**src/rtl/core/afgp_pkg.sv**
```systemverilog
// ----------------------------------------------------------------------------
// afgp_pkg
// Shared constants, register codes and the divider request for the fade,
// gain and peak block.
// ----------------------------------------------------------------------------
package afgp_pkg;

  localparam int SAMPLE_BITS_DEF  = 24;
  localparam int MAX_CHANNELS_DEF = 8;

  localparam int CFG_IDX_BITS  = 3;
  localparam int CFG_DATA_BITS = 32;
  localparam int GAIN_BITS     = 16;
  localparam int FRAME_BITS    = 32;
  localparam int CHAN_CFG_BITS = 4;

  localparam int ENV_FRAC    = 16;
  localparam int ENV_BITS    = ENV_FRAC + 1;
  localparam int DIV_STEPS   = ENV_BITS;
  localparam int ROUND_SHIFT = 28;

  localparam logic [ENV_BITS-1:0]      ENV_ONE     = ENV_BITS'(1) << ENV_FRAC;
  localparam logic [GAIN_BITS-1:0]     GAIN_RESET  = GAIN_BITS'(4096);
  localparam logic [FRAME_BITS-1:0]    TAKE_RESET  = FRAME_BITS'(1);
  localparam logic [CHAN_CFG_BITS-1:0] CHAN_RESET  = CHAN_CFG_BITS'(2);

  typedef enum logic [CFG_IDX_BITS-1:0] {
    CFG_GAIN        = 3'd0,
    CFG_TAKE_FRAMES = 3'd1,
    CFG_FADE_IN     = 3'd2,
    CFG_FADE_OUT    = 3'd3,
    CFG_CHANNELS    = 3'd4
  } cfg_idx_t;

  typedef struct packed {
    logic                  start;
    logic [FRAME_BITS-1:0] num;
    logic [FRAME_BITS-1:0] den;
  } div_req_t;

endpackage

```
**src/rtl/core/afgp_if.sv**
```systemverilog
// ----------------------------------------------------------------------------
// afgp channel interfaces
// Sample input, result output and register write channels, each with
// valid/ready and its payload.
// ----------------------------------------------------------------------------
interface afgp_in_if #(
  parameter int SAMPLE_BITS = afgp_pkg::SAMPLE_BITS_DEF
);
  logic                          valid;
  logic                          ready;
  logic signed [SAMPLE_BITS-1:0] sample_in;

  modport source (output valid, output sample_in, input ready);
  modport sink   (input valid, input sample_in, output ready);
endinterface

interface afgp_out_if #(
  parameter int SAMPLE_BITS = afgp_pkg::SAMPLE_BITS_DEF
);
  logic                          valid;
  logic                          ready;
  logic signed [SAMPLE_BITS-1:0] sample_out;
  logic [SAMPLE_BITS+3:0]        peak_level;
  logic                          clipped;
  logic                          take_end;

  modport source (output valid, output sample_out, output peak_level, output clipped,
                  output take_end, input ready);
  modport sink   (input valid, input sample_out, input peak_level, input clipped,
                  input take_end, output ready);
endinterface

interface afgp_cfg_if;
  logic                                 valid;
  logic                                 ready;
  logic [afgp_pkg::CFG_IDX_BITS-1:0]    index;
  logic [afgp_pkg::CFG_DATA_BITS-1:0]   data;

  modport source (output valid, output index, output data, input ready);
  modport sink   (input valid, input index, input data, output ready);
endinterface

```
**src/rtl/core/afgp_div.sv**
```systemverilog
// ----------------------------------------------------------------------------
// afgp_div
// Restoring divider for the ramp value: floor(num * 2^16 / den), one
// quotient bit per cycle, 17 bits, quotient known to stay below 2^17.
// ----------------------------------------------------------------------------
module afgp_div (
  input  logic                              clk,
  input  logic                              rst_n,
  input  afgp_pkg::div_req_t                req,
  output logic                              done,
  output logic [afgp_pkg::ENV_BITS-1:0]     quo
);

  localparam int FW    = afgp_pkg::FRAME_BITS;
  localparam int CNT_W = $clog2(afgp_pkg::DIV_STEPS);
  localparam logic [CNT_W-1:0] CNT_TOP = CNT_W'(afgp_pkg::DIV_STEPS - 1);

  logic                            busy_r;
  logic [CNT_W-1:0]                cnt_r;
  logic [FW:0]                     rem_r;
  logic [FW-1:0]                   den_r;
  logic                            lsb_r;
  logic [afgp_pkg::ENV_BITS-2:0]   q_r;

  logic [FW:0] shifted;
  logic [FW:0] diff;
  logic        ge;
  logic        last;

  always_comb begin
    shifted = {rem_r[FW-1:0], (cnt_r == CNT_TOP) ? lsb_r : 1'b0};
    ge      = shifted >= {1'b0, den_r};
    diff    = shifted - {1'b0, den_r};
    last    = cnt_r == '0;
  end

  assign done = busy_r & last;
  assign quo  = {q_r, ge};

  always_ff @(posedge clk) begin
    if (!rst_n) begin
      busy_r <= 1'b0;
      cnt_r  <= '0;
    end else begin
      if (req.start) begin
        busy_r <= 1'b1;
        cnt_r  <= CNT_TOP;
        rem_r  <= {2'b00, req.num[FW-1:1]};
        lsb_r  <= req.num[0];
        den_r  <= req.den;
        q_r    <= '0;
      end else if (busy_r) begin
        rem_r <= ge ? diff : shifted;
        q_r   <= {q_r[afgp_pkg::ENV_BITS-3:0], ge};
        cnt_r <= cnt_r - 1'b1;
        if (last) begin
          busy_r <= 1'b0;
        end
      end
    end
  end

endmodule

```
**src/rtl/core/afgp_mul.sv**
```systemverilog
// ----------------------------------------------------------------------------
// afgp_mul
// Shared unsigned multiplier with a registered product, loaded on enable.
// ----------------------------------------------------------------------------
module afgp_mul #(
  parameter int A_W = afgp_pkg::SAMPLE_BITS_DEF + afgp_pkg::GAIN_BITS,
  parameter int B_W = afgp_pkg::ENV_BITS
) (
  input  logic               clk,
  input  logic               en,
  input  logic [A_W-1:0]     a,
  input  logic [B_W-1:0]     b,
  output logic [A_W+B_W-1:0] p
);

  logic [A_W+B_W-1:0] p_r;

  always_ff @(posedge clk) begin
    if (en) begin
      p_r <= (A_W+B_W)'(a) * (A_W+B_W)'(b);
    end
  end

  assign p = p_r;

endmodule

```
**src/rtl/core/audio_fade_gain_peak.sv**
```systemverilog
// ----------------------------------------------------------------------------
// audio_fade_gain_peak
// The next input is accepted only once the previous result has been loaded
// into the output register; each active ramp costs one run of the shared
// divider, and the gain and envelope products take three passes through the
// shared multiplier.
// Reset: synchronous; registers return to unity gain, one-frame take, no
//   fades, two channels; position, peak and clip flag clear.
// ----------------------------------------------------------------------------
module audio_fade_gain_peak #(
  parameter int SAMPLE_BITS  = afgp_pkg::SAMPLE_BITS_DEF,
  parameter int MAX_CHANNELS = afgp_pkg::MAX_CHANNELS_DEF
) (
  input  logic       clk,
  input  logic       rst_n,
  afgp_in_if.sink    in_ch,
  afgp_out_if.source out_ch,
  afgp_cfg_if.sink   cfg_ch
);

  localparam int FW    = afgp_pkg::FRAME_BITS;
  localparam int EW    = afgp_pkg::ENV_BITS;
  localparam int GW    = afgp_pkg::GAIN_BITS;
  localparam int CCW   = afgp_pkg::CHAN_CFG_BITS;
  localparam int A_W   = SAMPLE_BITS + GW;
  localparam int P_W   = A_W + EW;
  localparam int M_W   = SAMPLE_BITS + 4;
  localparam int CH_W  = (MAX_CHANNELS > 1) ? $clog2(MAX_CHANNELS) : 1;
  localparam int CNT_W = ($clog2(MAX_CHANNELS + 1) > CCW) ? $clog2(MAX_CHANNELS + 1) : CCW;

  localparam logic [M_W-1:0]   FULL_M     = M_W'(1) << (SAMPLE_BITS - 1);
  localparam logic [P_W-1:0]   ROUND_HALF = P_W'(1) << (afgp_pkg::ROUND_SHIFT - 1);
  localparam logic [CNT_W-1:0] MAX_CH     = CNT_W'(MAX_CHANNELS);

  typedef enum logic [3:0] {
    S_IDLE, S_FI, S_FI_W, S_FO, S_FO_W, S_ENV, S_MG, S_PE, S_FIN
  } state_t;

  // configuration
  logic [GW-1:0]  gain_r;
  logic [FW-1:0]  take_r;
  logic [FW-1:0]  fade_in_r;
  logic [FW-1:0]  fade_out_r;
  logic [CCW-1:0] chan_cnt_r;

  // sequencer and take state
  state_t                 state_r, state_nxt;
  logic [FW-1:0]          pos_r, pos_nxt;
  logic [CH_W-1:0]        chan_r, chan_nxt;
  logic [M_W-1:0]         peak_r, peak_nxt;
  logic                   clip_r, clip_nxt;

  // datapath
  logic                   neg_r;
  logic [SAMPLE_BITS-1:0] mag_r;
  logic [EW-1:0]          fi_r;
  logic [EW-1:0]          fo_r;
  logic [EW-1:0]          env_r;

  // output register
  logic                          out_valid_r;
  logic signed [SAMPLE_BITS-1:0] out_sample_r;
  logic [M_W-1:0]                out_peak_r;
  logic                          out_clip_r;
  logic                          out_end_r;

  logic                   in_xfer;
  logic                   out_free;
  logic [FW-1:0]          frames;
  logic [CNT_W-1:0]       chans;
  logic                   fi_act;
  logic                   fo_act;
  logic [FW-1:0]          fo_num;
  afgp_pkg::div_req_t     div_req;
  logic                   div_done;
  logic [EW-1:0]          div_quo;
  logic                   mul_en;
  logic [A_W-1:0]         mul_a;
  logic [EW-1:0]          mul_b;
  logic [P_W-1:0]         mul_p;
  logic [P_W-1:0]         round_sum;
  logic [M_W-1:0]         m;
  logic [M_W-1:0]         sat;
  logic [SAMPLE_BITS-1:0] sat_b;
  logic [SAMPLE_BITS-1:0] sample_res;
  logic                   last_chan;
  logic                   last_frame;
  logic                   take_end;
  logic [SAMPLE_BITS-1:0] in_raw;

  assign in_ch.ready  = state_r == S_IDLE;
  assign in_xfer      = in_ch.valid && in_ch.ready;
  assign out_free     = !out_valid_r || out_ch.ready;
  assign cfg_ch.ready = 1'b1;
  assign in_raw       = in_ch.sample_in;

  assign out_ch.valid      = out_valid_r;
  assign out_ch.sample_out = out_sample_r;
  assign out_ch.peak_level = out_peak_r;
  assign out_ch.clipped    = out_clip_r;
  assign out_ch.take_end   = out_end_r;

  always_ff @(posedge clk) begin
    if (!rst_n) begin
      gain_r     <= afgp_pkg::GAIN_RESET;
      take_r     <= afgp_pkg::TAKE_RESET;
      fade_in_r  <= '0;
      fade_out_r <= '0;
      chan_cnt_r <= afgp_pkg::CHAN_RESET;
    end else if (cfg_ch.valid && cfg_ch.ready) begin
      case (cfg_ch.index)
        afgp_pkg::CFG_GAIN:        gain_r     <= cfg_ch.data[GW-1:0];
        afgp_pkg::CFG_TAKE_FRAMES: take_r     <= cfg_ch.data[FW-1:0];
        afgp_pkg::CFG_FADE_IN:     fade_in_r  <= cfg_ch.data[FW-1:0];
        afgp_pkg::CFG_FADE_OUT:    fade_out_r <= cfg_ch.data[FW-1:0];
        afgp_pkg::CFG_CHANNELS:    chan_cnt_r <= cfg_ch.data[CCW-1:0];
        default: ;
      endcase
    end
  end

  // ramp conditions and divider request
  always_comb begin
    frames = (take_r == '0) ? FW'(1) : take_r;
    if (chan_cnt_r == '0) begin
      chans = CNT_W'(1);
    end else if (CNT_W'(chan_cnt_r) > MAX_CH) begin
      chans = MAX_CH;
    end else begin
      chans = CNT_W'(chan_cnt_r);
    end
    fi_act = (fade_in_r != '0) && (pos_r < fade_in_r);
    fo_act = (fade_out_r != '0) &&
             (({1'b0, pos_r} + {1'b0, fade_out_r}) >= {1'b0, frames});
    fo_num = (pos_r < frames) ? (frames - pos_r) : '0;
    div_req.start = ((state_r == S_FI) && fi_act) || ((state_r == S_FO) && fo_act);
    div_req.num   = (state_r == S_FI) ? pos_r : fo_num;
    div_req.den   = (state_r == S_FI) ? fade_in_r : fade_out_r;
  end

  // multiplier operand select
  always_comb begin
    mul_en = 1'b0;
    mul_a  = '0;
    mul_b  = '0;
    case (state_r)
      S_ENV: begin
        mul_en = 1'b1;
        mul_a  = A_W'(fi_r);
        mul_b  = fo_r;
      end
      S_MG: begin
        mul_en = 1'b1;
        mul_a  = A_W'(mag_r);
        mul_b  = EW'(gain_r);
      end
      S_PE: begin
        mul_en = 1'b1;
        mul_a  = mul_p[A_W-1:0];
        mul_b  = env_r;
      end
      default: ;
    endcase
  end

  // round, saturate, meter and advance position
  always_comb begin
    round_sum  = mul_p + ROUND_HALF;
    m          = round_sum[afgp_pkg::ROUND_SHIFT +: M_W];
    if (neg_r) begin
      sat = (m >= FULL_M) ? FULL_M : m;
    end else begin
      sat = (m >= FULL_M) ? (FULL_M - 1'b1) : m;
    end
    sat_b      = sat[SAMPLE_BITS-1:0];
    sample_res = neg_r ? (~sat_b + 1'b1) : sat_b;
    peak_nxt   = (m > peak_r) ? m : peak_r;
    clip_nxt   = clip_r | (m > FULL_M);
    last_chan  = (CNT_W'(chan_r) + 1'b1) >= chans;
    last_frame = ({1'b0, pos_r} + 1'b1) >= {1'b0, frames};
    take_end   = last_chan && last_frame;
    if (take_end) begin
      pos_nxt  = '0;
      chan_nxt = '0;
    end else if (last_chan) begin
      pos_nxt  = pos_r + 1'b1;
      chan_nxt = '0;
    end else begin
      pos_nxt  = pos_r;
      chan_nxt = chan_r + 1'b1;
    end
  end

  always_comb begin
    state_nxt = state_r;
    case (state_r)
      S_IDLE:  if (in_xfer) state_nxt = S_FI;
      S_FI:    state_nxt = fi_act ? S_FI_W : S_FO;
      S_FI_W:  if (div_done) state_nxt = S_FO;
      S_FO:    state_nxt = fo_act ? S_FO_W : S_ENV;
      S_FO_W:  if (div_done) state_nxt = S_ENV;
      S_ENV:   state_nxt = S_MG;
      S_MG:    state_nxt = S_PE;
      S_PE:    state_nxt = S_FIN;
      S_FIN:   if (out_free) state_nxt = S_IDLE;
      default: state_nxt = S_IDLE;
    endcase
  end

  always_ff @(posedge clk) begin
    if (!rst_n) begin
      state_r     <= S_IDLE;
      out_valid_r <= 1'b0;
      pos_r       <= '0;
      chan_r      <= '0;
      peak_r      <= '0;
      clip_r      <= 1'b0;
    end else begin
      state_r <= state_nxt;
      if (out_valid_r && out_ch.ready && !(state_r == S_FIN && out_free)) begin
        out_valid_r <= 1'b0;
      end
      case (state_r)
        S_IDLE: begin
          if (in_xfer) begin
            neg_r <= in_raw[SAMPLE_BITS-1];
            mag_r <= in_raw[SAMPLE_BITS-1] ? (~in_raw + 1'b1) : in_raw;
          end
        end
        S_FI: begin
          if (!fi_act) fi_r <= afgp_pkg::ENV_ONE;
        end
        S_FI_W: begin
          if (div_done) fi_r <= div_quo;
        end
        S_FO: begin
          if (!fo_act) fo_r <= afgp_pkg::ENV_ONE;
        end
        S_FO_W: begin
          if (div_done) begin
            fo_r <= (div_quo > afgp_pkg::ENV_ONE) ? afgp_pkg::ENV_ONE : div_quo;
          end
        end
        S_MG: begin
          env_r <= mul_p[afgp_pkg::ENV_FRAC +: EW];
        end
        S_FIN: begin
          if (out_free) begin
            out_valid_r  <= 1'b1;
            out_sample_r <= sample_res;
            out_peak_r   <= peak_nxt;
            out_clip_r   <= clip_nxt;
            out_end_r    <= take_end;
            pos_r        <= pos_nxt;
            chan_r       <= chan_nxt;
            peak_r       <= take_end ? '0 : peak_nxt;
            clip_r       <= take_end ? 1'b0 : clip_nxt;
          end
        end
        default: ;
      endcase
    end
  end

  afgp_div u_div (
    .clk   (clk),
    .rst_n (rst_n),
    .req   (div_req),
    .done  (div_done),
    .quo   (div_quo)
  );

  afgp_mul #(
    .A_W (A_W),
    .B_W (EW)
  ) u_mul (
    .clk (clk),
    .en  (mul_en),
    .a   (mul_a),
    .b   (mul_b),
    .p   (mul_p)
  );

  a_busy_after_accept: assert property (@(posedge clk) disable iff (!rst_n)
    in_xfer |=> !in_ch.ready)
    else $error("input accepted while an item is in flight");

  a_div_done_in_wait: assert property (@(posedge clk) disable iff (!rst_n)
    div_done |-> (state_r == S_FI_W || state_r == S_FO_W))
    else $error("divider finished outside a ramp wait");

  a_ramp_range: assert property (@(posedge clk) disable iff (!rst_n)
    (state_r == S_ENV) |-> (fi_r <= afgp_pkg::ENV_ONE && fo_r <= afgp_pkg::ENV_ONE))
    else $error("ramp above unity");

  a_clip_peak: assert property (@(posedge clk) disable iff (!rst_n)
    (out_valid_r && out_clip_r) |-> (out_peak_r > FULL_M))
    else $error("clip flag without peak above full scale");

  a_take_restart: assert property (@(posedge clk) disable iff (!rst_n)
    (state_r == S_FIN && out_free && take_end) |=>
      (pos_r == '0 && chan_r == '0 && peak_r == '0 && !clip_r))
    else $error("take state not cleared after last sample");

endmodule
```
**src/flat_wrapper.sv**
```systemverilog
// flat-port wrapper written by rule: the top's interface ports become plain ports
module audio_fade_gain_peak_flat 
#(
  parameter int SAMPLE_BITS  = afgp_pkg::SAMPLE_BITS_DEF,
  parameter int MAX_CHANNELS = afgp_pkg::MAX_CHANNELS_DEF
)
  (clk, rst_n, in_ch_valid, in_ch_sample_in, in_ch_ready, out_ch_valid, out_ch_sample_out, out_ch_peak_level, out_ch_clipped, out_ch_take_end, out_ch_ready, cfg_ch_valid, cfg_ch_index, cfg_ch_data, cfg_ch_ready);
  afgp_in_if #(.SAMPLE_BITS(SAMPLE_BITS)) in_ch_i ();
  afgp_out_if #(.SAMPLE_BITS(SAMPLE_BITS)) out_ch_i ();
  afgp_cfg_if cfg_ch_i ();
  input  logic clk;
  input  logic rst_n;
  input wire logic [$bits(in_ch_i.valid)-1:0] in_ch_valid;
  input wire logic [$bits(in_ch_i.sample_in)-1:0] in_ch_sample_in;
  output wire logic [$bits(in_ch_i.ready)-1:0] in_ch_ready;
  output wire logic [$bits(out_ch_i.valid)-1:0] out_ch_valid;
  output wire logic [$bits(out_ch_i.sample_out)-1:0] out_ch_sample_out;
  output wire logic [$bits(out_ch_i.peak_level)-1:0] out_ch_peak_level;
  output wire logic [$bits(out_ch_i.clipped)-1:0] out_ch_clipped;
  output wire logic [$bits(out_ch_i.take_end)-1:0] out_ch_take_end;
  input wire logic [$bits(out_ch_i.ready)-1:0] out_ch_ready;
  input wire logic [$bits(cfg_ch_i.valid)-1:0] cfg_ch_valid;
  input wire logic [$bits(cfg_ch_i.index)-1:0] cfg_ch_index;
  input wire logic [$bits(cfg_ch_i.data)-1:0] cfg_ch_data;
  output wire logic [$bits(cfg_ch_i.ready)-1:0] cfg_ch_ready;
  assign in_ch_i.valid = in_ch_valid;
  assign in_ch_i.sample_in = in_ch_sample_in;
  assign in_ch_ready = in_ch_i.ready;
  assign out_ch_valid = out_ch_i.valid;
  assign out_ch_sample_out = out_ch_i.sample_out;
  assign out_ch_peak_level = out_ch_i.peak_level;
  assign out_ch_clipped = out_ch_i.clipped;
  assign out_ch_take_end = out_ch_i.take_end;
  assign out_ch_i.ready = out_ch_ready;
  assign cfg_ch_i.valid = cfg_ch_valid;
  assign cfg_ch_i.index = cfg_ch_index;
  assign cfg_ch_i.data = cfg_ch_data;
  assign cfg_ch_ready = cfg_ch_i.ready;
  audio_fade_gain_peak #(.SAMPLE_BITS(SAMPLE_BITS), .MAX_CHANNELS(MAX_CHANNELS)) u_core (.clk(clk), .rst_n(rst_n), .in_ch(in_ch_i), .out_ch(out_ch_i), .cfg_ch(cfg_ch_i));
endmodule
```
**config.mk**
```make
export PLATFORM = sky130hd
export DESIGN_NAME = audio_fade_gain_peak_flat
export DESIGN_NICKNAME = d
export VERILOG_FILES = /design/src/rtl/core/afgp_pkg.sv /design/src/rtl/core/afgp_if.sv /design/src/rtl/core/afgp_div.sv /design/src/rtl/core/afgp_mul.sv /design/src/rtl/core/audio_fade_gain_peak.sv /design/src/flat_wrapper.sv
export SDC_FILE = /design/constraint.sdc
export NUM_CORES = 2
export LEC_CHECK = 0
export ABC_AREA = 1
export BUFFER_PORTS_ARGS = -buffer_cell sky130_fd_sc_hd__clkbuf_2
export CORE_ASPECT_RATIO = 0.8
export CORE_MARGIN = 3
export CORE_UTILIZATION = 50
export CTS_CLUSTER_SIZE = 40
export DETAILED_ROUTE_END_ITERATION = 8
export MAX_ROUTING_LAYER = met4
export PLACE_DENSITY = 0.66
export SLEW_MARGIN = 10
export SYNTH_ARGS = -nofsm -noshare
export SYNTH_HDL_FRONTEND = slang
export SYNTH_HIERARCHICAL = 1
export SYNTH_SLANG_ARGS = --single-unit
```
**constraint.sdc**
```tcl
create_clock -name clk -period 12.15 [get_ports clk]
set_clock_uncertainty 0.15 [all_clocks]
set_input_delay 0.6075 -clock clk [delete_from_list [all_inputs] [get_ports clk]]
set_output_delay 0.6075 -clock clk [all_outputs]
set_load 0.05 [all_outputs]
```
# Word-level counts from Yosys, hierarchy flattened
# Index checks and enable logic that the tools add are counted.
# Widths: inputs -> output; s select.
[totals]
reg_bits = 458
input_bits = 64
output_inout_bits = 57
word_cells = 166
[classes]
addsub = 11
mul = 1
n_lt_le_gt_ge = 11
n_eq_ne = 19
muxes = 48
n_bitwise = 5
n_reduce_logical = 41
[op_table]
columns = ["operator", "n"]
rows = [
  ["$mux 32", 8],
  ["$pmux 40 s3", 1],
  ["$ge 33x32->1", 3],
  ["$mux 24", 4],
  ["$mux 17", 5],
  ["$pmux 17 s2", 2],
  ["$lt 32x32->1", 2],
  ["$reduce_bool 32->1", 2],
  ["$sub 32x32->32", 2],
  ["$add 56x28->56 const B", 1],
  ["$mul 40x17->56", 1],
  ["$mux 28", 2],
  ["$pmux 17 s3", 1],
  ["$add 24x1->24 const B", 2],
  ["$not 24->24", 2],
  ["$pmux 4 s9", 1],
  ["$add 32x1->33 const B", 1],
  ["$add 32x32->33", 1],
  ["$add 32x1->32 const B", 1],
  ["$logic_not 32->1", 1],
  ["$mux 31", 1],
  ["$ge 28x24->1 const B", 1],
  ["$gt 28x24->1 const B", 1],
  ["$gt 28x28->1", 1],
  ["other kinds (37)", 89],
]

# Logic depth before layout (Yosys ltp)
[depth]
ltp_word = 8
mapped_depth = 36
mapped_depth_nobuf = 33

# By module
# Netlist, hierarchy kept.
[modules_own_cells]
columns = ["mod", "n_inst", "cells_per_inst", "area_per_inst_um2", "seq_area_each_um2"]
rows = [
  ["afgp_mul", 1, 3390, 25212.9, 1711.6],
  ["audio_fade_gain_peak", 1, 3138, 22409.0, 7607.3],
  ["afgp_div", 1, 907, 6447.4, 2552.4],
]

# Worst setup path after synthesis
# Ideal clock, no wire load.
[synth_path]
kind = "register to register"
startpoint = "register u_core.state_r[2]"
endpoint = "register u_core.u_mul.p_r[44] (netlist: u_core/u_mul/p[44]) (data pin)"
setup_ns = 0.252
arrival_ns = 6.394
required_time_ns = 11.748
path_slack_ns = 5.354
path_stages_with_launch = 32
path_buffers = 3
period_less_slack_ns = 6.796
cell_sequence = "dfxtp_1 > inv_1 > nor2_1 > inv_1 > nor2_1 > clkinv_1 > clkbuf_1 > nor2_1 > clkbuf_1 > clkbuf_1 > nand2_1 > fa_1 > inv_1 > fa_1 > inv_1 > fa_1 > inv_1 > fa_1 > inv_1 > fa_1 > inv_1 > fa_1 > ha_1 > nand2_1 > inv_1 > nand2_1 > nand2_1 > a21oi_1 > a21boi_0 > nand2_1 > nand2_1 > nand2_1"
[synth_between]
elab_chain_len = 3
elab_cells_between_ends = 6
classes_between = "1 x mul; 3 x eq/ne; 2 x mux"
[synth_lines]
columns = ["element", "line_no", "rtl"]
rows = [
  ["start, declared", "audio_fade_gain_peak.sv:47", "state_t state_r, state_nxt;"],
  ["start signal, assigned", "audio_fade_gain_peak.sv:219", "state_r <= state_nxt;"],
  ["$eq 4x3->1", "audio_fade_gain_peak.sv:146", "case (state_r)"],
  ["$pmux 40 s3 *", "audio_fade_gain_peak.sv:146", ""],
  ["net u_core.mul_a[27]", "audio_fade_gain_peak.sv:78", "logic [A_W-1:0] mul_a;"],
  ["$mul 40x17->56 *", "afgp_mul.sv:20", "p_r <= (A_W+B_W)'(a) * (A_W+B_W)'(b);"],
  ["end signal, assigned", "afgp_mul.sv:20", ""],
  ["end, declared", "afgp_mul.sv:16", "logic [A_W+B_W-1:0] p_r;"],
]
# Mark *: on every way through the listed nets, which the timed path passes. The rest lies on a longest branch.
# A chain may end at the register's enable or synchronous reset.

# Worst setup path in the final report
[layout_path]
startpoint = "register u_core.state_r[2]"
endpoint = "register u_core.u_mul.p_r[51] (netlist: u_core/u_mul/p[51]) (data pin)"
# Same word-level chain as after synthesis.

==> key figures <==
Timing
  – Setup violators final: 0
  – Hold Vio Cnt, Final: 0
  – FMAX: around 0.12 GHz
  – Max-Slew Margin vs Limit: 0.218
  – Tightest Pin Transition: 1.17 ns
  – RSZ-0062 raised after global routing: false
  – Tmin final: 8.17 ns
  – Setup tns final: 0 ns
  – Fin. max-slew vios: 0
  – Period utilization: 0.673

GRT
  – Largest net degree at the start of global routing: 118
  – Antenna violations before repair: 10
  – Global-route wire length before repair: between 200 and 300 mm
  – Total Routing Usage GR: 0.329
  – Vias in the first global route: ~44k
  – Global route total overflow: 0

Floorplan
  – Die area: ~110,000 sq um
  – Top Ports: approximately 120
  – Die X: between 300 and 400 um
  – Core Area: about 110,000 sq um
  – Row count: ~110
  – Initial core utilization: 0.505
  – Die H: between 200 and 300 um

CTS
  – Worst-path clk slew: 0.06 ns
  – Post-CTS sizing: 0
  – Setup repair bufs after CTS: 0
  – CTS Buffer Depth: 3
  – Root Buffer: clkbuf_16
  – Clk Latency, worst-skew pair: ~0.64 ns
  – CTS tree: done
  – CTS Buf Count: slightly above 50
  – CTS sink count: about 460
  – H-Tree Depth: 2
  – Hold-fix buffers, CTS: 0

Cells and area
  – Design area: 57,600 sq um
  – Layout cells sized above 1: 0.0595
  – Area Overhead vs Synth: 6.77%
  – # nets final: ~8.4k

Route
  – Vias per inst: 5.36
  – # DRC: 0
  – Post-route ant nets: 0
  – Routed wire per std cell: approximately 20 um
  – 1st-iter DRT viols: about 5.4k
  – Total iterations of the first detailed-routing run: 6
  – Vias: ~47k
  – Total wire length: between 150 and 200 mm

Power
  – Pwr Density: approximately 90 nW/um^2
  – Power share of the sequential group: 0.371
  – Internal: between 3000 and 4000 uW
  – Sw Share: 0.370
  – Leakage power: 0.0304 uW
  – Psw: approximately 1900 uW
  – Maximum vdd drop: around 0.094 mV
  – Combinational share of power: 0.306
  – Clock network power share: 0.323

Synth
  – Avg Cell Area, Syn: 7.28 sq um
  – Syn nets: 8,408
  – Mapped Area: roughly 54,000 sq um
  – YS warnings: 6
  – Synthesized netlist cell count: 7,411

Place
  – GPL Wtd Cong: between 1 and 1.5
  – Placed instance area: 55,800 sq um
  – IO Port Bufs: between 100 and 150
  – Detailed Place HPWL: roughly 140 mm

Critical path
  – CP Launch Type: register
  – Crit path max fanout: 42
  – Critical Path AT: approximately 8.4 ns
  – Worst setup path class: register to register
  – Crit-path most repeated cell: inv_1
  – Worst path max stage delay: roughly 0.67 ns
  – Slowest CP cell: clkinv_1
  – WP data required: about 12 ns
  – Critical path endpoint category: register

Min path
  – Worst min-delay path class: input pin to register

Flow run
  – Max-cap check violation count: 0

Run status
  – Status: finished clean
## placed cells by master (no fill, tap or decap), types with 82 or more instances in the layout
cell      count
a21oi_1     356
inv_1      1725
nand4_1      88
nor2_1      416
o21ai_0     265
ha_1        361
dfxtp_1     191
fa_1        572
nand3_1     230
clkbuf_2    118
nand2_1    2060
buf_4        82
xor2_1      122
edfxtp_1    267
## registers in the layout (all words and copies together), names as in the netlist, 3 cells and up
| name | count |
|---|---|
| u_core/pos_r | 32 |
| u_core/fo_r | 17 |
| u_core/fade_out_r | 32 |
| u_core/u_div/cnt_r | 5 |
| u_core/chan_r | 3 |
| u_core/env_r | 17 |
| u_core/u_mul/p | 56 |
| u_core/u_div/q_r | 16 |
| u_core/out_ch.sample_out | 24 |
| u_core/state_r | 4 |
| u_core/u_div/rem_r | 32 |
| u_core/chan_cnt_r | 4 |
| u_core/fade_in_r | 32 |
| u_core/gain_r | 16 |
| u_core/take_r | 32 |
| u_core/mag_r | 24 |
| u_core/peak_r | 28 |
| u_core/out_ch.peak_level | 28 |
| u_core/u_div/den_r | 32 |
| u_core/fi_r | 17 |
## critical path: cells and delay by family (launching register included)
kind                     cells  cell delay [ns]
AND/OR/NAND/NOR             11             1.99
flip-flops                   1             0.33
buffers and inverters       10             1.84
adder cells (fa/ha/maj)      7             3.57
## layout make-up
| class | instances | area [sq um] |
|---|---|---|
| repair buffers | 200 | 1210 |
| inverters | 1739 | 6530 |
| flip-flops and latches | 458 | 11800 |
| clock inverters | 36 | 404 |
| well taps | 1417 | 1770 |
| clock buffers | 60 | 1380 |
| fillers | 10392 | 49100 |
| multi-input cells | 4916 | 34400 |
| diodes | 9 | 22.5 |
## routing by layer
metal	up-vias	routed length (um)	GRT usage
li1	22339	-	-
met1	22412	87100	0.518
met2	2486	65900	0.404
met3	142	25400	0.113
met4	0	2200	0.0441
met5	-	0	-
## final timing paths
kind,startpoint,endpoint,slack (ns),cells after the start
max reg2reg,u_core/state_r[2],u_core/u_mul/p[51],3.98,28
min,cfg_ch_data[6],u_core/gain_r[6],0.13,3
max,u_core/state_r[2],u_core/u_mul/p[51],3.98,28
min reg2reg,u_core/peak_r[22],u_core/peak_r[22],0.32,2
## per-stage QoR
stage | total power (uW) | cells | hold WS (ns) | setup WS [ns] | util
after global placement | 3480 | 8730 | 0.303 | 4.03 | 0.523
final | 5190 | 8835 | 0.125 | 3.98 | 0.540
after floorplan | 3030 | 7411 | 0.276 | 5.35 | -
after global routing | 5450 | 8835 | 0.128 | 3.52 | 0.540
after detailed placement | 3500 | 8730 | 0.308 | 4.11 | 0.523
after CTS | 5170 | 8826 | 0.0945 | 4.07 | 0.539
## power by group through the flow
stage               clock network [uW]  registers, uW  logic, uW
floorplan                            0           1910       1110
global placement                     0           1950       1530
detailed placement                   0           1950       1550
CTS                               1700           1920       1560
global route                      1760           1930       1770
finish                            1670           1930       1590
Power figures use the tool's default switching activity.
